[config.mk]
export PLATFORM = sky130hd
export DESIGN_NAME = stream_find_replace
export DESIGN_NICKNAME = d
export VERILOG_FILES = /design/src/rtl/sfr_pkg.sv /design/src/rtl/sfr_dp.sv /design/src/rtl/sfr_ctrl.sv /design/src/rtl/stream_find_replace.sv
export SDC_FILE = /design/constraint.sdc
export NUM_CORES = 1
export LEC_CHECK = 0
export ABC_AREA = 1
export BUFFER_PORTS_ARGS = -buffer_cell sky130_fd_sc_hd__buf_2
export CAP_MARGIN = 20
export CORE_MARGIN = 4
export CORE_UTILIZATION = 60
export DETAILED_ROUTE_END_ITERATION = 10
export GPL_TIMING_DRIVEN = 0
export PLACE_DENSITY = 0.88
export SETUP_SLACK_MARGIN = 0.15
export SLEW_MARGIN = 25
export SYNTH_ARGS = -nofsm -noshare
export SYNTH_HDL_FRONTEND = slang
export SYNTH_SLANG_ARGS = --single-unit
[constraint.sdc]
create_clock -name clock -period 3.3 [get_ports clock]
set_clock_uncertainty 0.05 [all_clocks]
set_input_delay 0.33 -clock clock [delete_from_list [all_inputs] [get_ports clock]]
set_output_delay 0.33 -clock clock [all_outputs]
set_load 0.05 [all_outputs]
[src/rtl/sfr_pkg.sv]
// shared types and constants of the streaming find-and-replace block
package sfr_pkg;

   localparam int CSR_IDX_W  = 2;
   localparam int CSR_DATA_W = 64;
   localparam int LEN_W      = 4;
   localparam int BYTE_IDX_W = 3;

   localparam int MAX_REPLACEMENT_BYTES = 8;

   localparam logic [CSR_IDX_W-1:0] CSR_PATTERN_BYTES      = 2'd0;
   localparam logic [CSR_IDX_W-1:0] CSR_PATTERN_LENGTH     = 2'd1;
   localparam logic [CSR_IDX_W-1:0] CSR_REPLACEMENT_BYTES  = 2'd2;
   localparam logic [CSR_IDX_W-1:0] CSR_REPLACEMENT_LENGTH = 2'd3;

   // source of an emitted byte
   localparam logic [1:0] SEL_HELD  = 2'd0;
   localparam logic [1:0] SEL_REPL  = 2'd1;
   localparam logic [1:0] SEL_INPUT = 2'd2;
   localparam logic [1:0] SEL_NULL  = 2'd3;

   typedef struct packed {
      logic [7:0] text_byte;
      logic       text_last;
   } req_type;

   typedef struct packed {
      logic [7:0] out_byte;
      logic       byte_valid;
      logic       run_last;
      logic       text_end;
   } rsp_type;

   typedef struct packed {
      logic       accept;
      logic       emit;
      logic [1:0] sel;
      logic       run_last;
      logic       shift;
      logic       clear;
      logic       repl_inc;
      logic       repl_clr;
   } cmd_type;

   typedef struct packed {
      logic out_free;
      logic plen_zero;
      logic full_match;
      logic is_prefix;
      logic count_zero;
      logic count_one;
      logic shifted_prefix;
      logic repl_last;
      logic rlen_zero;
      logic last;
   } status_type;

endpackage

[src/rtl/sfr_dp.sv]
// datapath: config registers, held byte buffer, pattern compare and result register
module sfr_dp #(
   parameter int MAX_PATTERN_BYTES = 8
) (
   input  logic                             clock,
   input  logic                             reset,
   input  sfr_pkg::req_type                 req_data,
   input  logic                             csr_we,
   input  logic [sfr_pkg::CSR_IDX_W-1:0]    csr_index,
   input  logic [sfr_pkg::CSR_DATA_W-1:0]   csr_wdata,
   input  sfr_pkg::cmd_type                 cmd,
   input  logic                             rsp_ready,
   output logic                             rsp_valid,
   output sfr_pkg::rsp_type                 rsp_data,
   output sfr_pkg::status_type              status
);

   localparam int CNT_W = $clog2(MAX_PATTERN_BYTES + 1);
   localparam int LEN_W = sfr_pkg::LEN_W;
   localparam int IDX_W = sfr_pkg::BYTE_IDX_W;

   logic [sfr_pkg::CSR_DATA_W-1:0] pat_bytes_ff, pat_bytes_in;
   logic [LEN_W-1:0]               pat_len_ff, pat_len_in;
   logic [sfr_pkg::CSR_DATA_W-1:0] rep_bytes_ff, rep_bytes_in;
   logic [LEN_W-1:0]               rep_len_ff, rep_len_in;

   logic [7:0]       held_ff [MAX_PATTERN_BYTES];
   logic [7:0]       held_in [MAX_PATTERN_BYTES];
   logic [CNT_W-1:0] count_ff, count_in;
   logic [7:0]       in_byte_ff, in_byte_in;
   logic             last_ff, last_in;
   logic [sfr_pkg::BYTE_IDX_W-1:0] repl_idx_ff, repl_idx_in;
   logic             rsp_valid_ff, rsp_valid_in;
   sfr_pkg::rsp_type rsp_data_ff, rsp_data_in;

   logic [CNT_W-1:0] plen;
   logic [LEN_W-1:0] rlen;
   logic [CNT_W-1:0] base;
   logic             prefix_ok, shifted_ok;
   logic [7:0]       repl_byte;

   // lengths above the supported maximum count as the maximum
   assign plen = (pat_len_ff > LEN_W'(MAX_PATTERN_BYTES)) ? CNT_W'(MAX_PATTERN_BYTES)
                                                          : pat_len_ff[CNT_W-1:0];
   assign rlen = (rep_len_ff > LEN_W'(sfr_pkg::MAX_REPLACEMENT_BYTES))
                 ? LEN_W'(sfr_pkg::MAX_REPLACEMENT_BYTES) : rep_len_ff;

   assign base = (count_ff >= plen) ? '0 : count_ff;
   assign repl_byte = rep_bytes_ff[{repl_idx_ff, 3'b000} +: 8];

   // held bytes against the pattern, and held bytes one place on against it
   always_comb begin
      prefix_ok  = (count_ff <= plen);
      shifted_ok = 1'b1;
      for (int i = 0; i < MAX_PATTERN_BYTES; i++) begin
         if ((CNT_W'(i) < count_ff) && (held_ff[i] != pat_bytes_ff[8*i +: 8])) begin
            prefix_ok = 1'b0;
         end
      end
      for (int i = 0; i < MAX_PATTERN_BYTES - 1; i++) begin
         if ((CNT_W'(i + 1) < count_ff) && (held_ff[i+1] != pat_bytes_ff[8*i +: 8])) begin
            shifted_ok = 1'b0;
         end
      end
   end

   always_comb begin
      status.out_free       = !rsp_valid_ff || rsp_ready;
      status.plen_zero      = (plen == '0);
      status.is_prefix      = prefix_ok;
      status.full_match     = prefix_ok && (count_ff == plen);
      status.count_zero     = (count_ff == '0);
      status.count_one      = (count_ff == CNT_W'(1));
      status.shifted_prefix = shifted_ok;
      status.repl_last      = ((LEN_W'(repl_idx_ff) + LEN_W'(1)) == rlen);
      status.rlen_zero      = (rlen == '0);
      status.last           = last_ff;
   end

   always_comb begin
      pat_bytes_in = pat_bytes_ff;
      pat_len_in   = pat_len_ff;
      rep_bytes_in = rep_bytes_ff;
      rep_len_in   = rep_len_ff;
      held_in      = held_ff;
      count_in     = count_ff;
      in_byte_in   = in_byte_ff;
      last_in      = last_ff;
      repl_idx_in  = repl_idx_ff;
      rsp_valid_in = rsp_valid_ff;
      rsp_data_in  = rsp_data_ff;

      if (cmd.accept) begin
         in_byte_in = req_data.text_byte;
         last_in    = req_data.text_last;
         if (plen == '0) begin
            count_in = '0;
         end else begin
            for (int i = 0; i < MAX_PATTERN_BYTES; i++) begin
               if (base == CNT_W'(i)) begin
                  held_in[i] = req_data.text_byte;
               end
            end
            count_in = base + CNT_W'(1);
         end
      end

      if (cmd.shift) begin
         for (int i = 0; i < MAX_PATTERN_BYTES - 1; i++) begin
            held_in[i] = held_ff[i+1];
         end
         count_in = count_ff - CNT_W'(1);
      end

      if (cmd.clear) begin
         count_in = '0;
      end

      if (cmd.repl_clr) begin
         repl_idx_in = '0;
      end else if (cmd.repl_inc) begin
         repl_idx_in = repl_idx_ff + IDX_W'(1);
      end

      // result register: loads a new beat or empties once taken
      if (cmd.emit) begin
         rsp_valid_in         = 1'b1;
         rsp_data_in.run_last = cmd.run_last;
         rsp_data_in.text_end = cmd.run_last && last_ff;
         rsp_data_in.byte_valid = 1'b1;
         case (cmd.sel)
            sfr_pkg::SEL_HELD:  rsp_data_in.out_byte = held_ff[0];
            sfr_pkg::SEL_REPL:  rsp_data_in.out_byte = repl_byte;
            sfr_pkg::SEL_INPUT: rsp_data_in.out_byte = in_byte_ff;
            sfr_pkg::SEL_NULL: begin
               rsp_data_in.out_byte   = 8'd0;
               rsp_data_in.byte_valid = 1'b0;
            end
            default: rsp_data_in.out_byte = 8'd0;
         endcase
      end else if (rsp_ready) begin
         rsp_valid_in = 1'b0;
      end

      if (csr_we) begin
         case (csr_index)
            sfr_pkg::CSR_PATTERN_BYTES: begin
               pat_bytes_in = csr_wdata;
               count_in     = '0;
            end
            sfr_pkg::CSR_PATTERN_LENGTH: begin
               pat_len_in = csr_wdata[LEN_W-1:0];
               count_in   = '0;
            end
            sfr_pkg::CSR_REPLACEMENT_BYTES:  rep_bytes_in = csr_wdata;
            sfr_pkg::CSR_REPLACEMENT_LENGTH: rep_len_in = csr_wdata[LEN_W-1:0];
            default: ;
         endcase
      end
   end

   always_ff @(posedge clock) begin
      if (reset) begin
         pat_bytes_ff <= '0;
         pat_len_ff   <= '0;
         rep_bytes_ff <= '0;
         rep_len_ff   <= '0;
         count_ff     <= '0;
         rsp_valid_ff <= 1'b0;
      end else begin
         pat_bytes_ff <= pat_bytes_in;
         pat_len_ff   <= pat_len_in;
         rep_bytes_ff <= rep_bytes_in;
         rep_len_ff   <= rep_len_in;
         count_ff     <= count_in;
         rsp_valid_ff <= rsp_valid_in;
      end
   end

   always_ff @(posedge clock) begin
      held_ff     <= held_in;
      in_byte_ff  <= in_byte_in;
      last_ff     <= last_in;
      repl_idx_ff <= repl_idx_in;
      rsp_data_ff <= rsp_data_in;
   end

   assign rsp_valid = rsp_valid_ff;
   assign rsp_data  = rsp_data_ff;

endmodule

[src/rtl/sfr_ctrl.sv]
// controller: sequences accept, compare, replacement and flush per input beat
module sfr_ctrl (
   input  logic                clock,
   input  logic                reset,
   input  logic                req_valid,
   output logic                req_ready,
   input  sfr_pkg::status_type status,
   output sfr_pkg::cmd_type    cmd
);

   localparam logic [1:0] ST_IDLE  = 2'd0;
   localparam logic [1:0] ST_EVAL  = 2'd1;
   localparam logic [1:0] ST_REPL  = 2'd2;
   localparam logic [1:0] ST_FLUSH = 2'd3;

   logic [1:0] state_ff, state_in;
   logic       emitted_ff, emitted_in;

   assign req_ready = (state_ff == ST_IDLE);

   always_comb begin
      state_in = state_ff;
      cmd      = '0;
      cmd.sel  = sfr_pkg::SEL_HELD;

      case (state_ff)
         ST_IDLE: begin
            if (req_valid) begin
               cmd.accept = 1'b1;
               state_in   = ST_EVAL;
            end
         end

         ST_EVAL: begin
            if (status.out_free) begin
               if (status.plen_zero) begin
                  cmd.emit     = 1'b1;
                  cmd.sel      = sfr_pkg::SEL_INPUT;
                  cmd.run_last = 1'b1;
                  state_in     = ST_IDLE;
               end else if (status.full_match) begin
                  cmd.clear    = 1'b1;
                  cmd.repl_clr = 1'b1;
                  if (!status.rlen_zero) begin
                     state_in = ST_REPL;
                  end else begin
                     // empty replacement on the final beat leaves an end marker
                     if (status.last) begin
                        cmd.emit     = 1'b1;
                        cmd.sel      = sfr_pkg::SEL_NULL;
                        cmd.run_last = 1'b1;
                     end
                     state_in = ST_IDLE;
                  end
               end else if (!status.count_zero && !status.is_prefix) begin
                  // oldest byte can no longer start a match
                  cmd.emit     = 1'b1;
                  cmd.sel      = sfr_pkg::SEL_HELD;
                  cmd.shift    = 1'b1;
                  cmd.run_last = status.count_one ||
                                 (status.shifted_prefix && !status.last);
               end else if (status.last) begin
                  if (status.count_zero) begin
                     if (!emitted_ff) begin
                        cmd.emit     = 1'b1;
                        cmd.sel      = sfr_pkg::SEL_NULL;
                        cmd.run_last = 1'b1;
                     end
                     state_in = ST_IDLE;
                  end else begin
                     state_in = ST_FLUSH;
                  end
               end else begin
                  state_in = ST_IDLE;
               end
            end
         end

         ST_REPL: begin
            if (status.out_free) begin
               cmd.emit     = 1'b1;
               cmd.sel      = sfr_pkg::SEL_REPL;
               cmd.run_last = status.repl_last;
               cmd.repl_inc = !status.repl_last;
               if (status.repl_last) begin
                  state_in = ST_IDLE;
               end
            end
         end

         ST_FLUSH: begin
            if (status.out_free) begin
               cmd.emit     = 1'b1;
               cmd.sel      = sfr_pkg::SEL_HELD;
               cmd.shift    = 1'b1;
               cmd.run_last = status.count_one;
               if (status.count_one) begin
                  state_in = ST_IDLE;
               end
            end
         end

         default: state_in = ST_IDLE;
      endcase
   end

   always_comb begin
      emitted_in = emitted_ff;
      if (cmd.accept) begin
         emitted_in = 1'b0;
      end else if (cmd.emit) begin
         emitted_in = 1'b1;
      end
   end

   always_ff @(posedge clock) begin
      if (reset) begin
         state_ff   <= ST_IDLE;
         emitted_ff <= 1'b0;
      end else begin
         state_ff   <= state_in;
         emitted_ff <= emitted_in;
      end
   end

endmodule

[src/rtl/stream_find_replace.sv]
// top level of the streaming find-and-replace block
// usage:
// - req channel takes one text byte per beat with text_last on the final byte of a text
// - rsp channel gives the edited text one byte per beat; run_last marks the last beat
//   caused by an input byte, text_end the last beat of the whole text; a final input
//   that yields no byte gives one beat with byte_valid low
// - csr port writes pattern, pattern length, replacement and replacement length;
//   write only while idle; a pattern or pattern length write drops held bytes
// timing:
// - an input byte is taken in the idle state, then the evaluate state decides what it releases
// - a pass-through byte, an empty end marker and each released byte go out from the evaluate
//   state itself; an item that releases nothing returns straight to idle
// - replacement bytes go out from the replace state and flushed bytes from the flush state;
//   every state that emits waits while the result register is full and rsp_ready is low
// - the result register sits between the sides: a finished beat may wait on rsp_ready
//   while the next byte is taken
// - the first result is loaded in the evaluate state, or in the replace or flush state that
//   follows it when it comes from the replacement or an end-of-text flush
// reset clears config, held byte count, controller state and the result register
// when the receiver stalls the controller holds in its state until the result
// register frees up; no beat is dropped
module stream_find_replace #(
   parameter int MAX_PATTERN_BYTES = 8
) (
   input  logic                           clock,
   input  logic                           reset,
   input  logic                           req_valid,
   output logic                           req_ready,
   input  sfr_pkg::req_type               req_data,
   output logic                           rsp_valid,
   input  logic                           rsp_ready,
   output sfr_pkg::rsp_type               rsp_data,
   input  logic                           csr_we,
   input  logic [sfr_pkg::CSR_IDX_W-1:0]  csr_index,
   input  logic [sfr_pkg::CSR_DATA_W-1:0] csr_wdata
);

   sfr_pkg::cmd_type    cmd;
   sfr_pkg::status_type status;

   // sequencer
   sfr_ctrl u_ctrl (
      .clock     (clock),
      .reset     (reset),
      .req_valid (req_valid),
      .req_ready (req_ready),
      .status    (status),
      .cmd       (cmd)
   );

   // held bytes, compare and result register
   sfr_dp #(
      .MAX_PATTERN_BYTES (MAX_PATTERN_BYTES)
   ) u_dp (
      .clock     (clock),
      .reset     (reset),
      .req_data  (req_data),
      .csr_we    (csr_we),
      .csr_index (csr_index),
      .csr_wdata (csr_wdata),
      .cmd       (cmd),
      .rsp_ready (rsp_ready),
      .rsp_valid (rsp_valid),
      .rsp_data  (rsp_data),
      .status    (status)
   );

   // end of text is always the closing beat of its input
   a_end_is_run_last: assert property (@(posedge clock) disable iff (reset)
      (rsp_valid && rsp_data.text_end) |-> rsp_data.run_last)
      else $error("text_end without run_last");

   // the empty marker only closes a text
   a_null_only_at_end: assert property (@(posedge clock) disable iff (reset)
      (rsp_valid && !rsp_data.byte_valid) |-> rsp_data.text_end)
      else $error("empty beat before end of text");

   // no beat is produced in the cycle a byte is taken
   a_no_emit_on_accept: assert property (@(posedge clock) disable iff (reset)
      (req_valid && req_ready) |-> !cmd.emit)
      else $error("emit during accept");

   // an accepted byte is always evaluated before the next one
   a_eval_after_accept: assert property (@(posedge clock) disable iff (reset)
      (req_valid && req_ready) |=> !req_ready)
      else $error("back to back accept");

   // a beat is only loaded when the result register can take it
   a_emit_needs_room: assert property (@(posedge clock) disable iff (reset)
      cmd.emit |-> (!rsp_valid || rsp_ready))
      else $error("result register overrun");

endmodule

# == After elaboration in Yosys (flattened, before gate mapping) ==
# Cells that the tools add are included.
# totals
regBits,231
input_bits,80
out_inout_bits,13
# op_classes
addsub,4
magnitude_cmp,12
n_eq_ne,42
n_shift,1
mux,77
bitwise_logic,1
reduce_logical,57
# ops
op,count
$mux W64,2
$ne A8 B8 Y1,15
$mux W4,18
$mux W8,8
$shiftx A64 B7 Y8,1
$mux W56,1
$pmux W8 S4,1
$mux W1,29
$mux W2,13
$reduce_and A3 Y1,8
$logic_and A1 B1 Y1,19
$reduce_bool A2 Y1,9
$eq A4 B3 Y1 const B,4
$logic_not A4 Y1,4
$lt A3 B4 Y1 const A,4
$eq A2 B2 Y1 const B,6
$pmux W4 S3,1
$ne A2 B2 Y1 const B,5
$eq A4 B1 Y1 const B,2
$eq A4 B2 Y1 const B,2
$eq A4 B4 Y1,2
$gt A4 B4 Y1 const B,2
$lt A1 B4 Y1 const A,2
$lt A2 B4 Y1 const A,2
other kinds (20),34

# == Depth between registers and ports, before layout ==
# depth
ltp_word,22
mapped_depth,18

# == Modules after synthesis ==
# A second synthesis with hierarchy kept.
# unflattened
hier_cells,1469
area_unflattened_um2,11329.6
# modules_own_cells
module,n_inst,cells_per_inst,area_per_inst_um2,seq_area_each_um2
sfr_dp,1,1392,10934.2,5405.2
sfr_ctrl,1,77,395.4,60.1

# == Worst setup path before layout ==
# No wires, ideal clock.
# synth_path
kind,register -> register
from,register u_ctrl.state_ff[0]
to,"register u_dp.held_ff[40] in the netlist's numbering, enable pin"
setup_ns,0.384
t_arrival_ns,2.825
required_time_ns,2.866
path_slack_ns,0.041
stages_incl_launch_ff,9
n_path_buf,1
cell_sequence,dfxtp_1 > nor2_1 > nand2_1 > inv_1 > nand2_1 > inv_1 > clkbuf_1 > nand2_1 > o21ai_0
# synth_lines
item,line_no,source
"start, declared",sfr_ctrl.sv:16,"logic [1:0] state_ff, state_in;"
"start signal, assigned",sfr_ctrl.sv:121,state_ff <= state_in;
"end signal, assigned",sfr_dp.sv:181,held_ff <= held_in;
"end, declared",sfr_dp.sv:27,logic [7:0] held_ff [MAX_PATTERN_BYTES];

# == Final worst setup path ==
# layout_path
from,register u_dp.pat_len_ff[3]
to,"register u_dp.held_ff[2] in the netlist's numbering, enable pin"
# layout_via
elab_chain_cells,6
word_cells_on_any_way,8
classes_between,order compare (2); eq/ne (1); mux (2); bitwise (1); reduce/logical (2)
# layout_lines
item,line_no,source
"start, declared",sfr_dp.sv:23,"logic [LEN_W-1:0] pat_len_ff, pat_len_in;"
"start signal, assigned",sfr_dp.sv:172,pat_len_ff <= pat_len_in;
$gt A4 B4 Y1,sfr_dp.sv:43,assign plen = (pat_len_ff > LEN_W'(MAX_PATTERN_BYTES)) ? CNT_W'(MAX_PATTERN_BYTES)
$mux W4 (*),sfr_dp.sv:43,
$ge A4 B4 Y1,sfr_dp.sv:48,assign base = (count_ff >= plen) ? '0 : count_ff;
$mux W4,sfr_dp.sv:48,
$eq A4 B3 Y1,sfr_dp.sv:100,if (base == CNT_W'(i)) begin
$reduce_and A3 Y1 (no source line) (*),--,
# Mark *: on every way between the ends. The rest lies on a longest branch, timed or not.
# A chain may end at the register's enable or synchronous reset.

==> results.json <==
{
  "synthesis.instances": 1417,
  "violation_count_after_the_first_detailed_routing_iteration": 1362,
  "global_route_wire_length_before_repair_um": 52900,
  "gp_routability_congestion": 0.958,
  "drt.antenna.violating_nets": 0,
  "cts_made_buffers": 24,
  "number_of_enable_type_register_cells_in_the_synthesized_netlist": 84,
  "worstHoldPathType": "input pin to flip-flop",
  "clock.fmax_ghz": 0.337,
  "routed_wire_length_per_instance_um": 19.4,
  "rsz0062_at_grt": "true",
  "post-route-min-period_ns": 2.97,
  "cpMaxStageDelayCell": "sky130_fd_sc_hd__nor2_2",
  "worstSkewPairLatency_ns": 0.53,
  "regArea_mm2": 0.00547,
  "cts_buffer_depth": 3,
  "initial_core_util_pct": 61.8,
  "drt-total-wl_um": 34800,
  "cts_tree": "done",
  "cell_pwr_density_mw_per_mm2": 711,
  "synth_fp_nets": 1509,
  "post-layout-total-power_mw": 9.14,
  "timing.critical_path.to_type": "flip-flop",
  "synth_largest_area_cell": "sky130_fd_sc_hd__dfxtp_1",
  "clock-sinks": 231,
  "reg2reg_from": "u_dp.pat_len_ff[3]",
  "min-delay-start": "csr_wdata[57]",
  "synth-seq-area-share_pct": 48.7,
  "root_buffer": "sky130_fd_sc_hd__clkbuf_16",
  "critPathLaunchType": "flip-flop",
  "max_cap_violations": 0,
  "netlist_top_cells_count": "314 x sky130_fd_sc_hd__nor2_1, 239 x sky130_fd_sc_hd__nand2_1, 187 x sky130_fd_sc_hd__o21ai_0, 147 x sky130_fd_sc_hd__dfxtp_1",
  "fp.dieArea_mm2": 0.0210,
  "first_global_vias": 9983,
  "synth_most_common_cell": "sky130_fd_sc_hd__nor2_1",
  "synthArstFlopShare_pct": 0,
  "dp.cells": 1738,
  "arrival_ns": 3.09,
  "ir_drop_worst_case_vdd_uv": 448,
  "worst_endpoint_required_time_ns": 3.42,
  "critical_path.cell_chain": "inv_1 > nand2_1 > ha_1 > inv_1 > nor2_1 > o21ai_0 > nand2_1 > nor2_1 > inv_1 > nor2_1 > ha_1 > nand2_1 > nor2_2",
  "fillCellCount": 1405,
  "pre_cts_slack_ns": -0.0136,
  "worstSetupStartpoint": "u_dp.pat_len_ff[3]",
  "worstMarginPinSlew_ns": 0.605,
  "num_vias": 10500,
  "number_of_buffers_added_on_ports": 92,
  "synth_area_leaders": "sky130_fd_sc_hd__dfxtp_1 26%, sky130_fd_sc_hd__edfxtp_1 22%, sky130_fd_sc_hd__nor2_1 11%",
  "tns_ns": 0,
  "drt_via_density": 5.89,
  "nets": 1632,
  "chipWidth_um": 145,
  "cell_family_contributing_the_most_delay_on_the_critical_path": "simple AND/OR/NAND/NOR gates",
  "finalSetupViolCount": 0,
  "die_h_um": 145,
  "grt_antenna_before_repair": 1,
  "hold-worst-slack_ns": 0.00877,
  "gr-max-usage-layer": "met2",
  "num_rows": 49,
  "worstPathMaxFanout": 8,
  "area_used_by_multi_input_combinational_logic_mm2": 0.00519,
  "total_count_of_hold_check_failures_in_the_final_report": 0,
  "p_leak_nw": 5.42,
  "period_share_pct": 90.0,
  "grt_remaining_overflow": 0,
  "grt_util_met2_pct": 54.3,
  "drt_pass1_iterations": 6,
  "io_pins": 93,
  "cts.htree.levels": 1,
  "synth_cell_area_mm2": 0.0112,
  "synthFlopType": "sky130_fd_sc_hd__dfxtp_1",
  "share_of_the_synthesized_area_in_the_top_cell_type_pct": 26.2,
  "place.detailed.hpwl_um": 26400,
  "global_route.usage.met3_pct": 6.84,
  "yosysUniqueCellTypes": 43,
  "cpPeakStageDelay_ns": 0.46,
  "report.final.slew_viol_count": 0,
  "timing_worst_setup_path_type": "flip-flop to flip-flop",
  "synth_area_per_cell_um2": 7.92,
  "syn2layout_area_growth_pct": 14.5,
  "timing.max_slew.rel_slack_pct": 59.6,
  "coreArea_mm2": 0.0181,
  "yosys_register_bits": 231,
  "cts.reportedPaths.clkPinSlew_ns": 0.06,
  "ys.warnings.count": 0,
  "diodes": 0,
  "grt_max_degree": 15,
  "number_of_design_rule_violations_left_after_detail_routing": 0,
  "post-route-worst-setup-slack_ns": 0.329,
  "grtUsageMet1_pct": 41.2,
  "grt.total_usage_pct": 33.0,
  "timing.critical_path.buf_inv": 3,
  "post_route_cells_drive_above_1_share_pct": 11.9,
  "status": "complete, no violations",
  "finalNonFillerCells": 1787
}
kinds of logic after synthesis:
logic type / Yosys count / synth area share [%]
and+or+nand+nor: 649 / 23.9
DFF: 231 / 48.7
xor gates and xnor gates: 92 / 7.18
adders and majority gates: 12 / 1.34
AOI/OAI and AO/OA: 282 / 13.4
buffers and inverters: 151 / 5.45
path summary, 6_finish.rpt:
check | end | slack [ns] | cells after the start
setup / recovery | u_dp.held_ff[2] | 0.33 | 13
hold / removal | u_dp.rep_bytes_ff[57] | 0.009 | 3
setup reg to reg | u_dp.held_ff[2] | 0.33 | 13
hold reg to reg | u_dp.pat_bytes_ff[59] | 0.43 | 2
flip-flops by register name (all words and copies together) (netlist names), 2 cells and up:
| name | count |
|---|---|
| u_dp.repl_idx_ff | 3 |
| u_dp.in_byte_ff | 8 |
| u_dp.pat_bytes_ff | 64 |
| u_dp.pat_len_ff | 4 |
| u_ctrl.state_ff | 2 |
| u_dp.rep_len_ff | 4 |
| u_dp.count_ff | 4 |
| u_dp.rsp_data | 11 |
| u_dp.rep_bytes_ff | 64 |
| u_dp.held_ff | 64 |
worst reg2reg max path, delay by kind of cell, from the launching register on:
| kind | cells | cell delay [ns] |
|---|---|---|
| flops | 1 | 0.31 |
| buf+inv | 3 | 0.31 |
| simple gates | 7 | 1.26 |
| compound gates | 1 | 0.13 |
| fa+ha+maj | 2 | 0.57 |
where the power goes:
group | switching, mW | leakage, nW | internal [mW]
Clock | 1.15 | 0.387 | 1.53
Sequential | 0.254 | 1.98 | 3.41
Combinational | 1.95 | 3.05 | 0.840
Total | 3.35 | 5.42 | 5.78
stage by stage:
| step | utilization (%) | instance area [µm²] |
|---|---|---|
| global placement | 66.0 | 12000 |
| finish | 70.8 | 12900 |
| global route | 70.8 | 12900 |
| CTS | 70.6 | 12800 |
| detailed placement | 66.0 | 12000 |
| floorplan | - | 11200 |
routing by layer:
layer | part of all wire [%] | routed length (µm)
met5 | 0.037 | 13
met2 | 45 | 15800
met3 | 11 | 3800
met1 | 37 | 13000
met4 | 6.1 | 2130
timing repair:
item / 4_1_cts / 5_1_grt
gates resized for setup: 4 / 7
pin swaps: 0 / 0
hold buffers: 5 / 0
setup endpoints to repair: 48 / 64
endpoints found under the hold margin: 5 / 0
setup buffers: 0 / 0
gates cloned: 0 / 0
layout by cell type, fill, tap and decap left out, types with 6 or more instances in the layout:
master / instances
sky130_fd_sc_hd__a21oi_1: 40
sky130_fd_sc_hd__buf_2: 95
sky130_fd_sc_hd__clkbuf_1: 58
sky130_fd_sc_hd__clkbuf_16: 26
sky130_fd_sc_hd__dfxtp_1: 147
sky130_fd_sc_hd__edfxtp_1: 84
sky130_fd_sc_hd__ha_1: 12
sky130_fd_sc_hd__inv_1: 83
sky130_fd_sc_hd__nand2_1: 239
sky130_fd_sc_hd__nand3_1: 47
sky130_fd_sc_hd__nand4_1: 10
sky130_fd_sc_hd__nor2_1: 312
sky130_fd_sc_hd__o211ai_1: 6
sky130_fd_sc_hd__o21ai_0: 180
sky130_fd_sc_hd__o21ai_1: 22
sky130_fd_sc_hd__o22ai_1: 11
sky130_fd_sc_hd__or2_2: 14
sky130_fd_sc_hd__xnor2_1: 80
sky130_fd_sc_hd__xor2_1: 12
layout make-up:
class                      count  area share [%]
timing repair buffer          97            3.97
multi-input combinational   1035            40.4
clock buffer                  36            5.67
clock inverter                 8           0.428
inverter                      90            2.66
buffer                        61            2.13
sequential                   231            42.5
tap                          229            2.23
(Power assumes the default switching activity.)
